===== config.mk =====
export PLATFORM = sky130hd
export DESIGN_NAME = retransmit_buffer_ack_handler
export DESIGN_NICKNAME = d
export VERILOG_FILES = /design/src/sv/rtbah_pkg.sv /design/src/sv/rtbah_ctrl.sv /design/src/sv/rtbah_dp.sv /design/src/sv/retransmit_buffer_ack_handler.sv
export SDC_FILE = /design/constraint.sdc
export NUM_CORES = 1
export LEC_CHECK = 0
export CAP_MARGIN = 20
export CORE_MARGIN = 1
export CORE_UTILIZATION = 35
export CTS_CLUSTER_DIAMETER = 100
export DETAILED_ROUTE_END_ITERATION = 8
export DONT_BUFFER_PORTS = 1
export GPL_TIMING_DRIVEN = 1
export SYNTH_ARGS = -nofsm -noshare
export SYNTH_HDL_FRONTEND = slang
export SYNTH_SLANG_ARGS = --single-unit

===== constraint.sdc =====
create_clock -name i_clk -period 10.1 [get_ports i_clk]
set_input_delay 2.02 -clock i_clk [delete_from_list [all_inputs] [get_ports i_clk]]
set_output_delay 2.02 -clock i_clk [all_outputs]
set_load 0.1 [all_outputs]

===== src/sv/rtbah_pkg.sv =====
package rtbah_pkg;

    // Default number of entries in the unacknowledged segment table.
    localparam int TABLE_DEPTH_DEF = 16;

    // Field widths.
    localparam int ACT_W  = 2;
    localparam int KIND_W = 3;
    localparam int SEQ_W  = 32;
    localparam int TAG_W  = 16;

    // Request actions.
    localparam logic [ACT_W-1:0] ACT_START   = 2'd0;
    localparam logic [ACT_W-1:0] ACT_SEND    = 2'd1;
    localparam logic [ACT_W-1:0] ACT_ACK     = 2'd2;
    localparam logic [ACT_W-1:0] ACT_TIMEOUT = 2'd3;

    // Result kinds.
    localparam logic [KIND_W-1:0] K_STARTED   = 3'd0;
    localparam logic [KIND_W-1:0] K_SENT      = 3'd1;
    localparam logic [KIND_W-1:0] K_RESENT    = 3'd2;
    localparam logic [KIND_W-1:0] K_ACKED     = 3'd3;
    localparam logic [KIND_W-1:0] K_TIMEOUT   = 3'd4;
    localparam logic [KIND_W-1:0] K_BADACK    = 3'd5;
    localparam logic [KIND_W-1:0] K_NOTFOUND  = 3'd6;
    localparam logic [KIND_W-1:0] K_FULLEMPTY = 3'd7;

    // One input request, unpacked from the stream.
    typedef struct packed {
        logic [ACT_W-1:0] action;
        logic [TAG_W-1:0] payload_tag;
        logic             payload_empty;
        logic             ack_bit;
        logic [SEQ_W-1:0] peer_seq;
        logic [SEQ_W-1:0] peer_ack;
    } t_in_item;

    // One result, before packing onto the stream.
    typedef struct packed {
        logic [KIND_W-1:0] kind;
        logic [SEQ_W-1:0]  seg_seq;
        logic [SEQ_W-1:0]  seg_ack;
        logic [TAG_W-1:0]  seg_payload;
        logic              final_mark;
    } t_out_item;

    // Commands from the controller to the datapath.
    typedef struct packed {
        logic load;        // capture the accepted request
        logic scan_start;  // rewind the table scan
        logic scan_step;   // read one table entry
        logic finish;      // commit state and load the result register
    } t_cmd;

    // Status from the datapath to the controller.
    typedef struct packed {
        logic need_scan;   // the captured request has to walk the table
        logic scan_last;   // the scan address is at the last entry
        logic out_busy;    // the result register holds a result not yet taken
    } t_sts;

endpackage


===== src/sv/rtbah_ctrl.sv =====
module rtbah_ctrl (
    input  logic            i_clk,
    input  logic            i_rst_n,
    input  logic            i_in_valid,
    input  rtbah_pkg::t_sts i_sts,
    output logic            o_in_ready,
    output rtbah_pkg::t_cmd o_cmd
);
    import rtbah_pkg::*;

    localparam logic [2:0] S_IDLE   = 3'd0;
    localparam logic [2:0] S_DECIDE = 3'd1;
    localparam logic [2:0] S_SCAN   = 3'd2;
    localparam logic [2:0] S_LAST   = 3'd3;
    localparam logic [2:0] S_FINISH = 3'd4;

    logic [2:0] r_state;
    logic [2:0] n_state;

    // Next state and command decode.
    always_comb begin
        n_state    = r_state;
        o_in_ready = 1'b0;
        o_cmd      = '0;
        unique case (r_state)
            S_IDLE: begin
                o_in_ready = 1'b1;
                if (i_in_valid) begin
                    o_cmd.load = 1'b1;
                    n_state    = S_DECIDE;
                end
            end
            S_DECIDE: begin
                if (i_sts.need_scan) begin
                    o_cmd.scan_start = 1'b1;
                    n_state          = S_SCAN;
                end else begin
                    n_state = S_FINISH;
                end
            end
            S_SCAN: begin
                o_cmd.scan_step = 1'b1;
                if (i_sts.scan_last) begin
                    n_state = S_LAST;
                end
            end
            S_LAST: begin
                // The last entry read is compared in this cycle.
                n_state = S_FINISH;
            end
            S_FINISH: begin
                if (!i_sts.out_busy) begin
                    o_cmd.finish = 1'b1;
                    n_state      = S_IDLE;
                end
            end
            default: begin
                n_state = S_IDLE;
            end
        endcase
    end

    // State register.
    always_ff @(posedge i_clk) begin
        if (!i_rst_n) begin
            r_state <= S_IDLE;
        end else begin
            r_state <= n_state;
        end
    end

endmodule


===== src/sv/rtbah_dp.sv =====
module rtbah_dp #(
    parameter int TABLE_DEPTH = rtbah_pkg::TABLE_DEPTH_DEF
) (
    input  logic                 i_clk,
    input  logic                 i_rst_n,
    input  rtbah_pkg::t_in_item  i_item,
    input  rtbah_pkg::t_cmd      i_cmd,
    input  logic                 i_out_ready,
    output rtbah_pkg::t_sts      o_sts,
    output logic                 o_out_valid,
    output rtbah_pkg::t_out_item o_out_item
);
    import rtbah_pkg::*;

    localparam int AW = $clog2(TABLE_DEPTH);

    // Captured request.
    logic [ACT_W-1:0] r_action;
    logic [TAG_W-1:0] r_tag;
    logic             r_fin;
    logic             r_ackb;
    logic [SEQ_W-1:0] r_pseq;
    logic [SEQ_W-1:0] r_pack;

    // Connection state.
    logic [SEQ_W-1:0] r_next_seq;
    logic [SEQ_W-1:0] r_ack_to_send;

    // Segment table: valid bits in flops, contents in memory.
    logic [TABLE_DEPTH-1:0] r_valid;
    logic [SEQ_W-1:0]       mem_seq [TABLE_DEPTH];
    logic [TAG_W-1:0]       mem_pay [TABLE_DEPTH];

    // Scan address and read pipeline.
    logic [AW:0]      r_addr;
    logic             r_rd_vld;
    logic [AW-1:0]    r_rd_idx;
    logic [SEQ_W-1:0] r_rd_seq;
    logic [TAG_W-1:0] r_rd_pay;

    // Scan findings.
    logic             r_hit;
    logic [TAG_W-1:0] r_hit_pay;
    logic             r_free_found;
    logic [AW-1:0]    r_free_idx;
    logic             r_any;

    // Result register.
    logic      r_out_valid;
    t_out_item r_out;

    logic [SEQ_W-1:0] w_key;
    logic             w_ent_v;
    logic             w_match;
    logic             w_cum;
    logic             w_drop;
    logic [SEQ_W-1:0] w_ack_new;
    t_out_item        w_res;
    logic             w_store;
    logic             w_advance;

    // Capture the request when it is accepted.
    always_ff @(posedge i_clk) begin
        if (i_cmd.load) begin
            r_action <= i_item.action;
            r_tag    <= i_item.payload_tag;
            r_fin    <= i_item.payload_empty;
            r_ackb   <= i_item.ack_bit;
            r_pseq   <= i_item.peer_seq;
            r_pack   <= i_item.peer_ack;
        end
    end

    // Compare of the entry that came back from the memory.
    assign w_key     = (r_action == ACT_SEND) ? r_next_seq : r_pack;
    assign w_ent_v   = r_valid[r_rd_idx];
    assign w_match   = r_rd_vld && w_ent_v && (r_rd_seq == w_key);
    assign w_cum     = (r_pack == r_next_seq);
    assign w_drop    = r_rd_vld && w_ent_v && (r_action == ACT_ACK) && r_ackb
                       && w_cum && (r_rd_seq < r_pack);
    assign w_ack_new = r_pseq + SEQ_W'(1);

    // Scan address counter and read pipeline control.
    always_ff @(posedge i_clk) begin
        if (!i_rst_n) begin
            r_addr   <= '0;
            r_rd_vld <= 1'b0;
        end else begin
            r_rd_vld <= i_cmd.scan_step;
            if (i_cmd.scan_start) begin
                r_addr <= '0;
            end else if (i_cmd.scan_step) begin
                r_addr <= r_addr + (AW+1)'(1);
            end
        end
    end

    // Table memory: one write port, one registered read port.
    always_ff @(posedge i_clk) begin
        if (w_store) begin
            mem_seq[r_free_idx] <= r_next_seq;
            mem_pay[r_free_idx] <= r_tag;
        end
        if (i_cmd.scan_step) begin
            r_rd_seq <= mem_seq[r_addr[AW-1:0]];
            r_rd_pay <= mem_pay[r_addr[AW-1:0]];
            r_rd_idx <= r_addr[AW-1:0];
        end
    end

    // Gather the first match, the lowest free entry and any valid entry.
    always_ff @(posedge i_clk) begin
        if (i_cmd.load) begin
            r_hit        <= 1'b0;
            r_free_found <= 1'b0;
            r_any        <= 1'b0;
        end else if (r_rd_vld) begin
            if (w_match && !r_hit) begin
                r_hit     <= 1'b1;
                r_hit_pay <= r_rd_pay;
            end
            if (!w_ent_v && !r_free_found) begin
                r_free_found <= 1'b1;
                r_free_idx   <= r_rd_idx;
            end
            if (w_ent_v) begin
                r_any <= 1'b1;
            end
        end
    end

    // Result and state changes for the finished request.
    always_comb begin
        w_res     = '0;
        w_store   = 1'b0;
        w_advance = 1'b0;
        unique case (r_action)
            ACT_START: begin
                w_res.kind    = K_STARTED;
                w_res.seg_seq = SEQ_W'(1);
                w_res.seg_ack = r_ack_to_send;
            end
            ACT_SEND: begin
                w_res.seg_seq     = r_next_seq;
                w_res.seg_ack     = r_ack_to_send;
                w_res.seg_payload = r_tag;
                w_res.final_mark  = r_fin;
                if (r_hit || r_free_found) begin
                    w_res.kind = K_SENT;
                    w_store    = i_cmd.finish && !r_hit;
                    w_advance  = i_cmd.finish;
                end else begin
                    w_res.kind = K_FULLEMPTY;
                end
            end
            ACT_ACK: begin
                w_res.seg_seq = r_pack;
                w_res.seg_ack = w_ack_new;
                priority if (!r_ackb) begin
                    w_res.kind = K_BADACK;
                end else if (!r_any) begin
                    w_res.kind = K_FULLEMPTY;
                end else if (w_cum) begin
                    w_res.kind = K_ACKED;
                end else if (r_hit) begin
                    w_res.kind        = K_RESENT;
                    w_res.seg_payload = r_hit_pay;
                end else begin
                    w_res.kind = K_NOTFOUND;
                end
            end
            ACT_TIMEOUT: begin
                w_res.kind = K_TIMEOUT;
            end
            default: begin
                w_res = '0;
            end
        endcase
    end

    // Sequence numbers.
    always_ff @(posedge i_clk) begin
        if (!i_rst_n) begin
            r_next_seq    <= '0;
            r_ack_to_send <= '0;
        end else if (i_cmd.finish) begin
            if (r_action == ACT_START) begin
                r_next_seq <= SEQ_W'(1);
            end else if (w_advance) begin
                r_next_seq <= r_next_seq + SEQ_W'(1);
            end
            if (r_action == ACT_ACK) begin
                r_ack_to_send <= w_ack_new;
            end
        end
    end

    // Valid bits: cleared by start, set by a store, dropped by a cumulative ack.
    always_ff @(posedge i_clk) begin
        if (!i_rst_n) begin
            r_valid <= '0;
        end else begin
            if (i_cmd.finish && (r_action == ACT_START)) begin
                r_valid <= '0;
            end else if (w_store) begin
                r_valid[r_free_idx] <= 1'b1;
            end
            if (w_drop) begin
                r_valid[r_rd_idx] <= 1'b0;
            end
        end
    end

    // Result register; a new result only loads once the old one is taken.
    always_ff @(posedge i_clk) begin
        if (!i_rst_n) begin
            r_out_valid <= 1'b0;
        end else if (i_cmd.finish) begin
            r_out_valid <= 1'b1;
        end else if (i_out_ready) begin
            r_out_valid <= 1'b0;
        end
    end

    always_ff @(posedge i_clk) begin
        if (i_cmd.finish) begin
            r_out <= w_res;
        end
    end

    assign o_sts.need_scan = (r_action == ACT_SEND) || ((r_action == ACT_ACK) && r_ackb);
    assign o_sts.scan_last = (r_addr == (AW+1)'(TABLE_DEPTH-1));
    assign o_sts.out_busy  = r_out_valid && !i_out_ready;
    assign o_out_valid     = r_out_valid;
    assign o_out_item      = r_out;

endmodule


===== src/sv/retransmit_buffer_ack_handler.sv =====
// Channel   Direction  Handshake                Payload
// request   in         i_s_tvalid / o_s_tready  i_s_tdata, i_s_tuser, i_s_tlast
// result    out        o_m_tvalid / i_m_tready  o_m_tdata, o_m_tuser, o_m_tlast
//
// Start, timeout and bad-ack requests skip the table and go from DECIDE to FINISH.
// Send and ack requests walk the table one entry a cycle through the memory's
// registered read port, then pass through LAST to FINISH.
// One request is in work at a time; a new one is accepted while the previous
// result still waits in the output register.
// Reset clears the sequence numbers and all valid bits.
// A stalled result holds the block in its final step until it is taken.
module retransmit_buffer_ack_handler #(
    parameter int TABLE_DEPTH = rtbah_pkg::TABLE_DEPTH_DEF
) (
    input  logic        i_clk,
    input  logic        i_rst_n,
    input  logic        i_s_tvalid,
    output logic        o_s_tready,
    // payload_tag[15:0], ack_bit[16], peer_seq[48:17], peer_ack[80:49], zero fill
    input  logic [87:0] i_s_tdata,
    // action[1:0]
    input  logic [1:0]  i_s_tuser,
    // payload_empty
    input  logic        i_s_tlast,
    output logic        o_m_tvalid,
    input  logic        i_m_tready,
    // seg_seq[31:0], seg_ack[63:32], seg_payload[79:64]
    output logic [79:0] o_m_tdata,
    // kind[2:0]
    output logic [2:0]  o_m_tuser,
    // final_mark
    output logic        o_m_tlast
);
    import rtbah_pkg::*;

    t_in_item  w_item;
    t_out_item w_out;
    t_cmd      w_cmd;
    t_sts      w_sts;

    // Unpack the request stream.
    assign w_item.action        = i_s_tuser;
    assign w_item.payload_tag   = i_s_tdata[15:0];
    assign w_item.ack_bit       = i_s_tdata[16];
    assign w_item.peer_seq      = i_s_tdata[48:17];
    assign w_item.peer_ack      = i_s_tdata[80:49];
    assign w_item.payload_empty = i_s_tlast;

    rtbah_ctrl u_ctrl (
        .i_clk      (i_clk),
        .i_rst_n    (i_rst_n),
        .i_in_valid (i_s_tvalid),
        .i_sts      (w_sts),
        .o_in_ready (o_s_tready),
        .o_cmd      (w_cmd)
    );

    rtbah_dp #(
        .TABLE_DEPTH (TABLE_DEPTH)
    ) u_dp (
        .i_clk       (i_clk),
        .i_rst_n     (i_rst_n),
        .i_item      (w_item),
        .i_cmd       (w_cmd),
        .i_out_ready (i_m_tready),
        .o_sts       (w_sts),
        .o_out_valid (o_m_tvalid),
        .o_out_item  (w_out)
    );

    // Pack the result stream.
    assign o_m_tdata = {w_out.seg_payload, w_out.seg_ack, w_out.seg_seq};
    assign o_m_tuser = w_out.kind;
    assign o_m_tlast = w_out.final_mark;

`ifndef SYNTHESIS
    // A result is committed only into a free output register.
    a_finish_free: assert property (@(posedge i_clk) disable iff (!i_rst_n)
        w_cmd.finish |-> !w_sts.out_busy)
        else $error("result committed over a pending result");

    // A committed result shows on the output in the next cycle.
    a_finish_shows: assert property (@(posedge i_clk) disable iff (!i_rst_n)
        w_cmd.finish |=> o_m_tvalid)
        else $error("committed result not presented");

    // Only one request is in work: none is taken right after another.
    a_one_in_work: assert property (@(posedge i_clk) disable iff (!i_rst_n)
        (i_s_tvalid && o_s_tready) |=> !o_s_tready)
        else $error("request accepted while another is in work");

    // No request is accepted during a table scan.
    a_scan_busy: assert property (@(posedge i_clk) disable iff (!i_rst_n)
        w_cmd.scan_step |-> !o_s_tready)
        else $error("ready raised during table scan");
`endif

endmodule

==> results of run 1 <==
-- area by class of cell --
class | instances | area, um2
sequential | 1101 | 32100
fill | 10800 | 73300
tap | 1625 | 2030
antenna | 2 | 5.00
clock inverter | 65 | 672
inverter | 42 | 163
clock buffer | 144 | 2960
multi-input combinational | 1020 | 10800
timing repair buffer | 47 | 417
-- flip-flops by register name, indices dropped and copies added, names as in the netlist, 2 cells and up --
signal and flops:
u_dp.r_tag 16, u_dp.mem_pay 256, u_ctrl.r_state 3, u_dp.r_ack_to_send 32, u_dp.r_hit_pay 16, u_dp.r_free_idx 4
u_dp.r_pack 32, u_dp.r_rd_seq 32, u_dp.mem_seq 512, u_dp.r_pseq 32, u_dp.r_valid 16, u_dp.r_next_seq 32
u_dp.r_rd_pay 16, u_dp.r_rd_idx 4, u_dp.o_out_item 84, u_dp.r_addr 5, u_dp.r_action 2
-- layer usage --
layer,vias up,track usage (%),share of wire (%)
li1,9265,-,-
met1,11500,22.6,42
met2,782,27.9,50
met3,153,3.27,6.4
met4,16,4.02,1.8
met5,-,0,0.10
-- path summary, 6_finish.rpt --
path	startpoint	slack, ns	to	depth (start not counted)
worst min-delay path	u_dp.r_rd_pay[10]	0.42	u_dp.r_hit_pay[10]	0
worst min register to register	u_dp.r_rd_pay[10]	0.42	u_dp.r_hit_pay[10]	0
worst max register to register	u_dp.r_action[1]	5.91	u_dp.mem_seq[1][13]	6
worst max-delay path	i_m_tready	5.77	u_dp.mem_seq[1][13]	5
-- worst register-to-register path: cells and delay by family, from the launching register on --
| kind | cells | cell delay (ns) |
|---|---|---|
| and+or+nand+nor | 3 | 1.68 |
| buffers and inverters | 2 | 0.90 |
| adders and majority gates | 1 | 0.69 |
| DFF | 1 | 0.49 |
-- cell usage in the layout, fill, tap and decap left out, types with 13 or more instances in the layout --
cell type and instances:
edfxtp_1 1008, mux4_2 243, nor2_1 117, clkbuf_16 113, dfxtp_1 89, xnor2_1 76
nand2_1 63, o21ai_0 63, xor2_1 49, mux2i_1 47, a22oi_1 45, buf_4 43
inv_1 40, a21oi_1 40, ha_1 37, nand3_1 30, clkbuf_1 29, nand4_1 28
clkinv_2 23, nor2b_1 20, clkinv_1 20, a31oi_1 18, and3_1 16, a32oi_1 16
nor3_1 15, nor2_4 13
-- stage by stage --
stage / power (uW) / std cells / setup WS, ns / util (%)
detailed placement: 5430 / 3834 / 5.00 / 37.1
floorplan: 5340 / 2285 / 1.70 / -
CTS: 9510 / 4043 / 5.73 / 40.1
global route: 9700 / 4045 / 5.66 / 40.1
global placement: 5420 / 3832 / 4.58 / 37.1
finish: 9420 / 4046 / 5.77 / 40.1
-- cell families after synthesis --
| group | after synthesis | share of synthesized area (%) |
|---|---|---|
| adder cells (fa/ha/maj) | 41 | 1.18 |
| XOR/XNOR | 125 | 2.52 |
| multiplexers | 293 | 13.8 |
| AND/OR/NAND/NOR | 359 | 4.10 |
| buffers and inverters | 164 | 1.56 |
| flip-flops | 1101 | 74.0 |
| AO/OA/AOI/OAI | 202 | 2.89 |
-- power by group through the flow --
stage               combinational [uW]  clock [uW]  sequential [uW]
detailed placement                 251           0             5180
floorplan                          190           0             5150
CTS                                252        4170             5080
finish                             250        4090             5080
global route                       272        4340             5090
global placement                   247           0             5180
==> impl_results.rst, run 1 <==
.. list-table::
   :header-rows: 1

   * - Metric
     - Value
   * - Worst Tran Pin Value
     - between 1 and 1.5 ns
   * - Cell area after synthesis
     - about 0.043 mm2
   * - Async SR Flop Fraction
     - 0%
   * - Internal power summed over all cells
     - around 7400 uW
   * - Count of nets left with antenna violations after detail routing
     - 0
   * - Starting DRC count in detailed routing
     - approximately 2,300
   * - Top FF cell, synth
     - edfxtp_1
   * - Vias in the first global route
     - 22,200
   * - Total number of clock tree sinks
     - 1,101
   * - Ratio of cells with drive above 1 in the final layout
     - 20.3%
   * - Post-CTS resize count
     - 0
   * - DRC violations left
     - 0
   * - Type of origin of the critical path
     - input port
   * - Flop and latch count out of synthesis
     - between 1,000 and 1,500
   * - Top cell type by total area after synthesis
     - edfxtp_1
   * - Mapped Nets
     - ~2,400
   * - Placed instance area
     - 0.0455 mm2
   * - Clock-pin slew on the worst setup and hold paths
     - 0.06 ns
   * - Total negative slack for setup checks
     - 0 ns
   * - Top cell type's share of synthesized area
     - between 60% and 70%
   * - Vertical die dimension
     - roughly 350 um
   * - CTS root buffer
     - clkbuf_16
   * - Post-synthesis cell count
     - roughly 2,300
   * - Count of boundary I/O pins
     - ~180
   * - Global route overflow
     - 0
   * - Sequential element share of the synthesized area
     - 74.0%
   * - Maximum number of buffers from clock root to sink
     - 3
   * - Post-route cell area
     - just under 0.05 mm2
   * - Final net count
     - 2,461
   * - RSZ-0062 raised after global routing
     - false
   * - Sum of buffers and inverters on the critical path
     - 1
   * - Leakage power summed over all cells
     - 0.0159 uW
   * - Via count of the routed design
     - 21,800
   * - Clock buffers created by TritonCTS
     - around 110
   * - F_max
     - 0.231 GHz
   * - Synth Warn #
     - 0
   * - Vias per cell
     - approximately 5.4
   * - First drt pass iteration count
     - 5
   * - Post-DP HPWL
     - between 60 and 70 mm
   * - Proportion of total power due to net switching
     - about a fifth
   * - Number of buffers inserted for hold repair after clock tree synthesis
     - 0
   * - Worst-case clock skew
     - approximately 0.035 ns
   * - IO buf count
     - 0
   * - Fin Hold WS
     - approximately 0.42 ns
   * - FP Rows
     - 128
   * - Status
     - completed
   * - Critical Path Max Stage Delay
     - 0.72 ns
   * - Crit path DAT
     - 4.65 ns
   * - Sort of element at the end of the critical path
     - flop
   * - Clk Latency, worst-skew pair
     - roughly 0.71 ns
   * - WL per Instance
     - around 26 um
   * - Total wire length
     - 106 mm
   * - CP delay by family, top
     - simple AND/OR/NAND/NOR gates
   * - Synth Area per Inst
     - 19.0 um2
   * - GP Congestion
     - between 0.9 and 1
   * - Net switching component of the power
     - approximately 2000 uW
   * - Crit path max-delay cell type
     - buf_4
   * - Cell-by-cell trace of the critical path
     - nand2b_1 > nand2_2 > or4b_1 > nor2_4 > buf_4
   * - Share of the cycle needed by the critical path after routing
     - around 43%
   * - Initial core utilization
     - between 30 and 40%
   * - Die Width
     - between 300 and 400 um
   * - Final hold violation count
     - 0
   * - Relative slew margins
     - approximately a quarter
   * - Leading cell types by total area after synthesis
     - edfxtp_1 70%, mux4_2 13%, dfxtp_1 4.3%
   * - All-layer global routing usage
     - between 10% and 20%
   * - Count of unique library cells instantiated by Yosys
     - 54
   * - Cell with the most instances after synthesis
     - edfxtp_1
   * - CTS H-Tree Depth
     - 3
   * - Area inside the core boundary
     - 0.123 mm2
   * - Period minus WS final
     - 4.33 ns
   * - Pin count of the biggest net entering global routing
     - 73
   * - Count of buffers added by post-CTS timing repair for setup
     - 0
   * - Max-cap violations
     - 0
   * - CTS tree
     - done
   * - Ratio of total power to cell area
     - ~190 mW/mm2
   * - Synth-to-layout area growth
     - 13.2%
   * - Power share of the combinational group
     - approximately 2.6%
   * - Final max-slew violation count
     - 0
   * - Crit Path Max Fanout
     - 35
   * - Die Footprint
     - 0.126 mm2
   * - Count of flip-flops with a built-in enable after synthesis
     - about 1,000
   * - Required @ worst endpoint
     - around 10 ns
   * - Register share of total power
     - around 54%
   * - Total of endpoints with negative setup slack in the final report
     - 0
   * - Wire length of the first global-routing pass
     - 154 mm
   * - Worst min-delay path category
     - reg -> reg
   * - Clock power frac
     - 43.4%
   * - Initial antenna violation count
     - 12
   * - Max VDD drop
     - approximately 0.00014 V
   * - List of most frequent post-synthesis cells
     - 1,008 x edfxtp_1, 243 x mux4_2, 130 x nor2_1
   * - Classification of the worst setup path
     - in -> reg
Note: power is estimated with default switching activity, not from simulation.
==> inputs of run 2 (changes only) <==
- ABC_AREA: default -> 1
- clock period: 10.1 -> 3.8 ns (I/O delays scaled with it)
==> impl_results.rst, run 2 <==
.. list-table::
   :header-rows: 1

   * - Metric
     - Value
   * - Status
     - completed
   * - Final hold violation count
     - 0 (unchanged)
   * - List of most frequent post-synthesis cells
     - 1,008 x edfxtp_1, 566 x nand2_1, 472 x nor2_1
   * - Crit Path Max Fanout
     - 46 (+31%)
   * - Count of flip-flops with a built-in enable after synthesis
     - 1,008 (unchanged)
   * - GP Congestion
     - 0.918 (+0.96%)
   * - Clock buffers created by TritonCTS
     - 105 (-7.1%)
   * - Initial antenna violation count
     - 14 (+2)
   * - Cell-by-cell trace of the critical path
     - inv_1 > ha_2 > buf_4 > nand2_1 > o21ai_0 > or2_2 > nand4_1 > nor2_1 > nand2_1 > nor3_1 > nand2_1 > inv_1 > buf_4
   * - Vias per cell
     - 5.22 (-2.9%)
   * - Worst-case clock skew
     - 0.0573 ns (+0.0223 ns)
   * - Count of boundary I/O pins
     - 181 (unchanged)
   * - Share of the cycle needed by the critical path after routing
     - roughly 86%
   * - Sequential element share of the synthesized area
     - 70.3% (-3.6 points)
   * - Wire length of the first global-routing pass
     - 180 mm (+17%)
   * - Required @ worst endpoint
     - 4.17 ns (-6.25 ns)
   * - FP Rows
     - 132 (+3.1%)
   * - Crit path max-delay cell type
     - ha_2
   * - Flip-flop count of the largest register after layout
     - 512 (unchanged)
   * - Type of origin of the critical path
     - flop
   * - Classification of the worst setup path
     - reg -> reg
   * - Cell area after synthesis
     - 0.0457 mm2 (+5.2%)
   * - Total wire length
     - 123 mm (+16%)
   * - CP delay by family, top
     - buffers and inverters
   * - Count of unique library cells instantiated by Yosys
     - 52 (-3.7%)
   * - Global route overflow
     - 0 (unchanged)
   * - Synth Area per Inst
     - 12.4 um2 (-35%)
   * - Worst Tran Pin Value
     - 1.10 ns (-0.0112 ns)
   * - Placed instance count
     - 5,328 (+39%)
   * - Post-route cell area
     - 0.0516 mm2 (+4.8%)
   * - Sum of internal, switching and leakage power
     - 25,400 uW (+170%)
   * - All-layer global routing usage
     - 18.2% (+1.5 points)
   * - Area inside the core boundary
     - 0.129 mm2 (+5.7%)
   * - Vias in the first global route
     - 27,800 (+25%)
   * - Clock-pin slew on the worst setup and hold paths
     - 0.06 ns (about the same)
   * - Sum of buffers and inverters on the critical path
     - 4 (+3)
   * - Post-DP HPWL
     - 71.3 mm (+17%)
   * - IO buf count
     - 0 (unchanged)
   * - F_max
     - between 0.3 and 0.4 GHz
   * - Die Width
     - 363 um (+2.5%)
   * - Clk Latency, worst-skew pair
     - 0.72 ns (about the same)
   * - Synth Warn #
     - 0 (unchanged)
   * - Flop and latch count out of synthesis
     - 1,101 (unchanged)
   * - Leading cell types by total area after synthesis
     - edfxtp_1 66%, nand2_1 4.6%, dfxtp_1 4.1%
   * - CTS tree
     - done
   * - Number of buffers inserted for hold repair after clock tree synthesis
     - 0 (unchanged)
   * - Mapped Nets
     - 3,825 (+58%)
   * - Initial core utilization
     - 35.3% (-0.17 points)
   * - Total number of clock tree sinks
     - 1,101 (unchanged)
   * - Library cell appearing most often on the critical path
     - nand2_1
   * - Relative slew margins
     - 26.9% (+0.75 points)
   * - Synth-to-layout area growth
     - 12.8%
   * - Die Footprint
     - 0.132 mm2 (+5.2%)
   * - Total of endpoints with negative setup slack in the final report
     - 0 (unchanged)
   * - Post-CTS resize count
     - 0 (unchanged)
   * - Number of standard cells in the layout, taps in and fillers out
     - 5,531 (+37%)
   * - Starting DRC count in detailed routing
     - 2,791 (+21%)
   * - Crit path DAT
     - 3.62 ns (-1.03 ns)
   * - Leakage power summed over all cells
     - 0.0167 uW (+4.9%)
   * - Max VDD drop
     - 0.000376 V (+180%)
   * - Top FF cell, synth
     - edfxtp_1
   * - Final net count
     - 3,829 (+56%)
   * - Via count of the routed design
     - 28,900 (+33%)
   * - Final max-slew violation count
     - 0 (unchanged)
   * - Pin count of the biggest net entering global routing
     - 151 (+110%)
   * - Most frequent cells in the layout
     - 1,008 x edfxtp_1, 566 x nand2_1, 453 x nor2_1
   * - Worst setup margin
     - 0.544 ns (-5.23 ns)
   * - Most common cell after layout, fill and taps aside
     - edfxtp_1
   * - Worst slack, placed
     - 0.536 ns (-4.47 ns)
   * - Vertical die dimension
     - 363 um (+2.5%)
   * - Top cell type's share of synthesized area
     - 66.2% (-3.4 points)
   * - Cell with the most instances after synthesis
     - edfxtp_1
   * - Largest register by flop count
     - u_dp.mem_seq
   * - Total negative slack for setup checks
     - 0 ns (unchanged)
   * - Worst min-delay path category
     - in -> reg
   * - DRC violations left
     - 0 (unchanged)
   * - CTS root buffer
     - clkbuf_16
   * - CTS H-Tree Depth
     - 3 (unchanged)
   * - Critical Path Max Stage Delay
     - 0.71 ns (about the same)
   * - Count of nets left with antenna violations after detail routing
     - 0 (unchanged)
   * - Count of buffers added by post-CTS timing repair for setup
     - 0 (unchanged)
   * - WL per Instance
     - 22.2 um (-15%)
   * - Reg-to-reg setup timing slack
     - 0.54 ns (-5.37 ns)
   * - Maximum number of buffers from clock root to sink
     - 3 (unchanged)
   * - Placed instance area
     - 0.0482 mm2 (+5.9%)
   * - Max-cap violations
     - 0 (unchanged)
   * - RSZ-0062 raised after global routing
     - false
   * - Sort of element at the end of the critical path
     - flop
   * - Ratio of total power to cell area
     - 494 mW/mm2 (+160%)
   * - First drt pass iteration count
     - 5 (unchanged)
   * - Ratio of cells with drive above 1 in the final layout
     - 8.78% (-12 points)
   * - Async SR Flop Fraction
     - 0% (unchanged)
   * - Top cell type by total area after synthesis
     - edfxtp_1
   * - Post-synthesis cell count
     - 3,689 (+61%)
   * - Period minus WS final
     - around 3.3 ns
run 2: changes by cell type after synthesis, sizes merged, moves of 45 or more:
| cell | change |
|---|---|
| nand2 | +506 |
| nor2 | +351 |
| mux4 | -244 |
| o21ai | +235 |
| o221ai | +142 |
| inv | +140 |
| a21oi | +114 |
| mux2i | +94 |
| nand3 | +93 |
| xnor2 | -64 |
| o211ai | +51 |
| o32ai | +50 |
| clkbuf | +46 |
| a22oi | -45 |
run 2: cells by family (layout without fill, tap and decap cells):
family	Yosys count	count (layout)	share of synthesized area (%)
muxes	141	141	3.09
DFF	1101	1101	70.3
xor gates and xnor gates	33	33	0.632
buffers and inverters	384	476	3.50
adders and majority gates	41	41	1.12
and+or+nand+nor	1269	1269	11.4
AOI/OAI and AO/OA	720	720	9.95
other	0	8	0
run 2: metal layers:
metal,vias up,part of all wire (%),GRT usage (%)
met1,14400,42,24.0
met2,844,49,30.6
met4,10,2.7,6.39
li1,13500,-,-
met3,173,5.8,2.75
met5,-,0.049,0
run 2: path summary, 6_finish.rpt:
kind                     startpoint                  to  depth (start not counted)
setup / recovery   u_dp.r_action[1]  u_dp.r_hit_pay[12]                         13
setup reg to reg   u_dp.r_action[1]  u_dp.r_hit_pay[12]                         13
hold reg to reg   u_dp.r_rd_pay[14]  u_dp.r_hit_pay[14]                          0
hold / removal         i_s_tdata[6]       u_dp.r_tag[6]                          0
run 2: cell type report:
class | instances | area, um2
Fill cell | 12200 | 77900
Tap cell | 1742 | 2180
Antenna cell | 8 | 20.0
Timing Repair Buffer | 97 | 1050
Sequential cell | 1101 | 32100
Inverter | 184 | 704
Clock buffer | 123 | 2790
Clock inverter | 72 | 556
Multi-Input combinational cell | 2204 | 12100
run 2: through the flow:
step | util (%) | hold slack [ns]
4_1_cts | 39.8 | 0.0852
3_3_place_gp | 37.2 | 0.405
3_5_place_dp | 37.2 | 0.406
6_report | 39.8 | 0.134
2_1_floorplan | - | 0.400
5_1_grt | 39.8 | 0.105
run 2: worst register-to-register path: cells and delay by family, from the launching register on:
kind | cells | cell delay, ns
buf+inv | 4 | 0.85
simple gates | 7 | 0.73
fa+ha+maj | 1 | 0.71
flops | 1 | 0.47
compound gates | 1 | 0.13
run 2: report_power, final:
group / total (uW) / switching (uW) / internal (uW)
combinational: 1270 / 903 / 366
sequential: 14000 / 567 / 13400
clock: 10200 / 4590 / 5610
==> inputs of run 3 (changes only) <==
- clock period: 3.8 -> 3.9 ns (I/O delays scaled with it)
==> impl_results.rst, run 3 (synthesized netlist as in run 2, its figures left out) <==
.. list-table::
   :header-rows: 1

   * - Metric
     - Value
   * - Crit path DAT
     - 3.79 ns (+0.17 ns)
   * - Vias in the first global route
     - 27,400 (-1.6%)
   * - Max-cap violations
     - 0 (unchanged)
   * - Vertical die dimension
     - 363 um (unchanged)
   * - Most frequent cells in the layout
     - 1,008 x edfxtp_1, 566 x nand2_1, 453 x nor2_1
   * - Net switching component of the power
     - 5900 uW (-2.7%)
   * - Met3 routing resource usage after global routing
     - 2.47% (-0.28 points)
   * - Count of nets left with antenna violations after detail routing
     - 0 (unchanged)
   * - Post-DP HPWL
     - 70.7 mm (-0.85%)
   * - DRC violations left
     - 0 (unchanged)
   * - Global Route met1 Usage
     - 23.6% (-0.45 points)
   * - Crit path launch
     - u_dp.r_action[1]
   * - Classification of the worst setup path
     - reg -> reg
   * - Final net count
     - 3,823 (-0.16%)
   * - Clock buffers created by TritonCTS
     - 106 (+0.95%)
   * - Worst Tran Pin Value
     - 1.04 ns (-0.0596 ns)
   * - Ratio of cells with drive above 1 in the final layout
     - 8.40% (-0.39 points)
   * - FP Rows
     - 132 (unchanged)
   * - Internal power summed over all cells
     - 19,100 uW (-1.5%)
   * - Synth-to-layout area growth
     - 13.0%
   * - Reg-to-reg setup timing slack
     - 0.51 ns (-0.04 ns)
   * - Status
     - completed
   * - Final hold violation count
     - 0 (unchanged)
   * - Die Width
     - 363 um (unchanged)
   * - Area inside the core boundary
     - 0.129 mm2 (unchanged)
   * - Proportion of total power due to net switching
     - 23.6% (-0.23 points)
   * - F_max
     - 0.295 GHz (-4.0%)
   * - All-layer global routing usage
     - 18.0% (-0.20 points)
   * - Ratio of total power to cell area
     - 484 mW/mm2 (-1.9%)
   * - Cell-by-cell trace of the critical path
     - inv_1 > ha_2 > buf_4 > nand2_1 > o21ai_0 > o21ai_0 > nor2_1 > nand3b_1 > nor2_1 > nand2_1 > nor2_1 > nand2_1 > inv_1 > buf_4
   * - Total of endpoints with negative setup slack in the final report
     - 0 (unchanged)
   * - Flip-flop count of the largest register after layout
     - 512 (unchanged)
   * - Post-CTS resize count
     - 0 (unchanged)
   * - Register share of total power
     - 54.5% (-0.4 points)
   * - Share of the cycle needed by the critical path after routing
     - 87.0% (+1.3 points)
   * - Most common cell after layout, fill and taps aside
     - edfxtp_1
   * - Maximum number of buffers from clock root to sink
     - 3 (unchanged)
   * - Final-layout fill cell count
     - 12,100 (-0.98%)
   * - RR Startpoint
     - u_dp.r_action[1]
   * - Critical Path End
     - u_dp.r_hit_pay[13]
   * - Crit Path Max Fanout
     - 48 (+4.3%)
   * - Sort of element at the end of the critical path
     - flop
   * - Die Footprint
     - 0.132 mm2 (unchanged)
   * - Crit path max-delay cell type
     - ha_2
   * - Worst-case clock skew
     - 0.0529 ns (-0.00441 ns)
   * - Clock power frac
     - 40.6% (+0.5 points)
   * - CTS tree
     - done
   * - Vias per cell
     - 5.22 (-0.10%)
   * - First drt pass iteration count
     - 5 (unchanged)
   * - Share of the core filled with cells
     - 39.9% (+0.062 points)
   * - Reg2reg end
     - u_dp.r_hit_pay[13]
   * - Global route overflow
     - 0 (unchanged)
   * - GRT met2 Usage
     - 30.6% (about the same)
   * - RSZ-0062 raised after global routing
     - false
   * - Clk Latency, worst-skew pair
     - 0.73 ns (about the same)
   * - Via count of the routed design
     - 28,800 (-0.30%)
   * - Total wire length
     - 122 mm (-0.82%)
   * - CTS H-Tree Depth
     - 3 (unchanged)
   * - Relative slew margins
     - 30.7% (+3.7 points)
   * - Starting DRC count in detailed routing
     - 2,640 (-5.4%)
   * - Final max-slew violation count
     - 0 (unchanged)
   * - Placed instance area
     - 0.0482 mm2 (about the same)
   * - Number of buffers inserted for hold repair after clock tree synthesis
     - 0 (unchanged)
   * - Worst min-delay path category
     - in -> reg
   * - Post-route cell area
     - 0.0516 mm2 (+0.16%)
   * - Largest register by flop count
     - u_dp.mem_seq
   * - Wire length of the first global-routing pass
     - 178 mm (-1.4%)
   * - Total negative slack for setup checks
     - 0 ns (unchanged)
   * - Leakage power summed over all cells
     - 0.0167 uW (about the same)
   * - Required @ worst endpoint
     - 4.29 ns (+0.12 ns)
   * - GP Congestion
     - 0.918 (about the same)
   * - Power share of the combinational group
     - 5.0% (about the same)
   * - Cells on worst reg2reg path
     - 14 (+1)
   * - Count of buffers added by post-CTS timing repair for setup
     - 0 (unchanged)
   * - Type of origin of the critical path
     - flop
   * - Most used routing layer in global routing
     - met2
   * - Fin Hold WS
     - 0.144 ns (+0.0102 ns)
   * - Count of boundary I/O pins
     - 181 (unchanged)
   * - WL per Instance
     - 22.0 um (-0.62%)
   * - Clock-pin slew on the worst setup and hold paths
     - 0.06 ns (about the same)
   * - Total number of clock tree sinks
     - 1,101 (unchanged)
   * - Critical Path Max Stage Delay
     - 0.74 ns (+0.03 ns)
   * - Period minus WS final
     - 3.39 ns (+0.137 ns)
   * - Initial core utilization
     - 35.3% (unchanged)
   * - Pin count of the biggest net entering global routing
     - 157 (+4.0%)
   * - Sum of internal, switching and leakage power
     - 25,000 uW (-1.8%)
   * - Max VDD drop
     - 0.000391 V (+4.0%)
   * - CTS root buffer
     - clkbuf_16
   * - IO buf count
     - 0 (unchanged)
   * - Initial antenna violation count
     - 10 (-4)
[run 3: cell types whose count changed in the layout (fill, tap and decap cells not counted), moves of 2 or more]
cell | previous run | this run
clkinv_1 | 29 | 33
clkinv_16 | 2 | 4
diode_2 | 8 | 2
clkinv_4 | 0 | 3
buf_12 | 26 | 30
clkbuf_8 | 3 | 1
buf_4 | 71 | 60
bufinv_16 | 5 | 9
clkbuf_1 | 12 | 18
clkinv_2 | 24 | 12
[run 3: per-layer routing]
metal	wire length, um	vias to the layer above
met5	102	-
met4	3870	16
met3	6240	210
met2	60100	806
met1	51400	14300
li1	-	13500
[run 3: power by group through the flow]
| stage | Clock [uW] | Combinational (uW) | Sequential, uW |
|---|---|---|---|
| 6_report | 10100 | 1240 | 13600 |
| 3_5_place_dp | 0 | 1250 | 13900 |
| 5_1_grt | 10800 | 1370 | 13600 |
| 3_3_place_gp | 0 | 1230 | 13900 |
| 2_1_floorplan | 0 | 871 | 13700 |
| 4_1_cts | 10300 | 1250 | 13600 |
[run 3: final cells by class]
| class | count | area (um2) | area share, % |
|---|---|---|---|
| sequential | 1101 | 32100 | 62.2 |
| timing repair buffer | 90 | 1050 | 2.04 |
| clock inverter | 71 | 683 | 1.32 |
| multi-input combinational | 2204 | 12100 | 23.5 |
| tap | 1742 | 2180 | 4.22 |
| clock buffer | 126 | 2760 | 5.34 |
| inverter | 184 | 704 | 1.36 |
| antenna | 2 | 5.00 | 0.00969 |
[run 3: how the worst min path moves through the flow]
stage | cells past startpoint | from | to | slack [ns]
floorplan | 0 | u_dp.r_rd_pay[0] | u_dp.r_hit_pay[0] | 0.40
global placement | 0 | u_dp.r_rd_pay[8] | u_dp.r_hit_pay[8] | 0.40
detailed placement | 0 | u_dp.r_rd_pay[7] | u_dp.r_hit_pay[7] | 0.40
CTS | 0 | i_s_tdata[8] | u_dp.r_tag[8] | 0.1
global route | 0 | i_s_tdata[8] | u_dp.r_tag[8] | 0.11
finish | 0 | i_s_tdata[0] | u_dp.r_tag[0] | 0.14
[run 3: through the flow]
step | worst slack [ns] | cells
final | 0.507 | 5520
after global routing | 0.229 | 5519
after CTS | 0.497 | 5518
after detailed placement | 0.505 | 5321
after global placement | 0.480 | 5321
after floorplan | -0.168 | 3689
[run 3: worst max-delay path, delay by kind of cell, from the launching register on]
family / cells / cell delay (ns)
compound gates: 2 / 0.29
fa+ha+maj: 1 / 0.74
buf+inv: 4 / 0.82
flops: 1 / 0.47
simple gates: 7 / 0.72
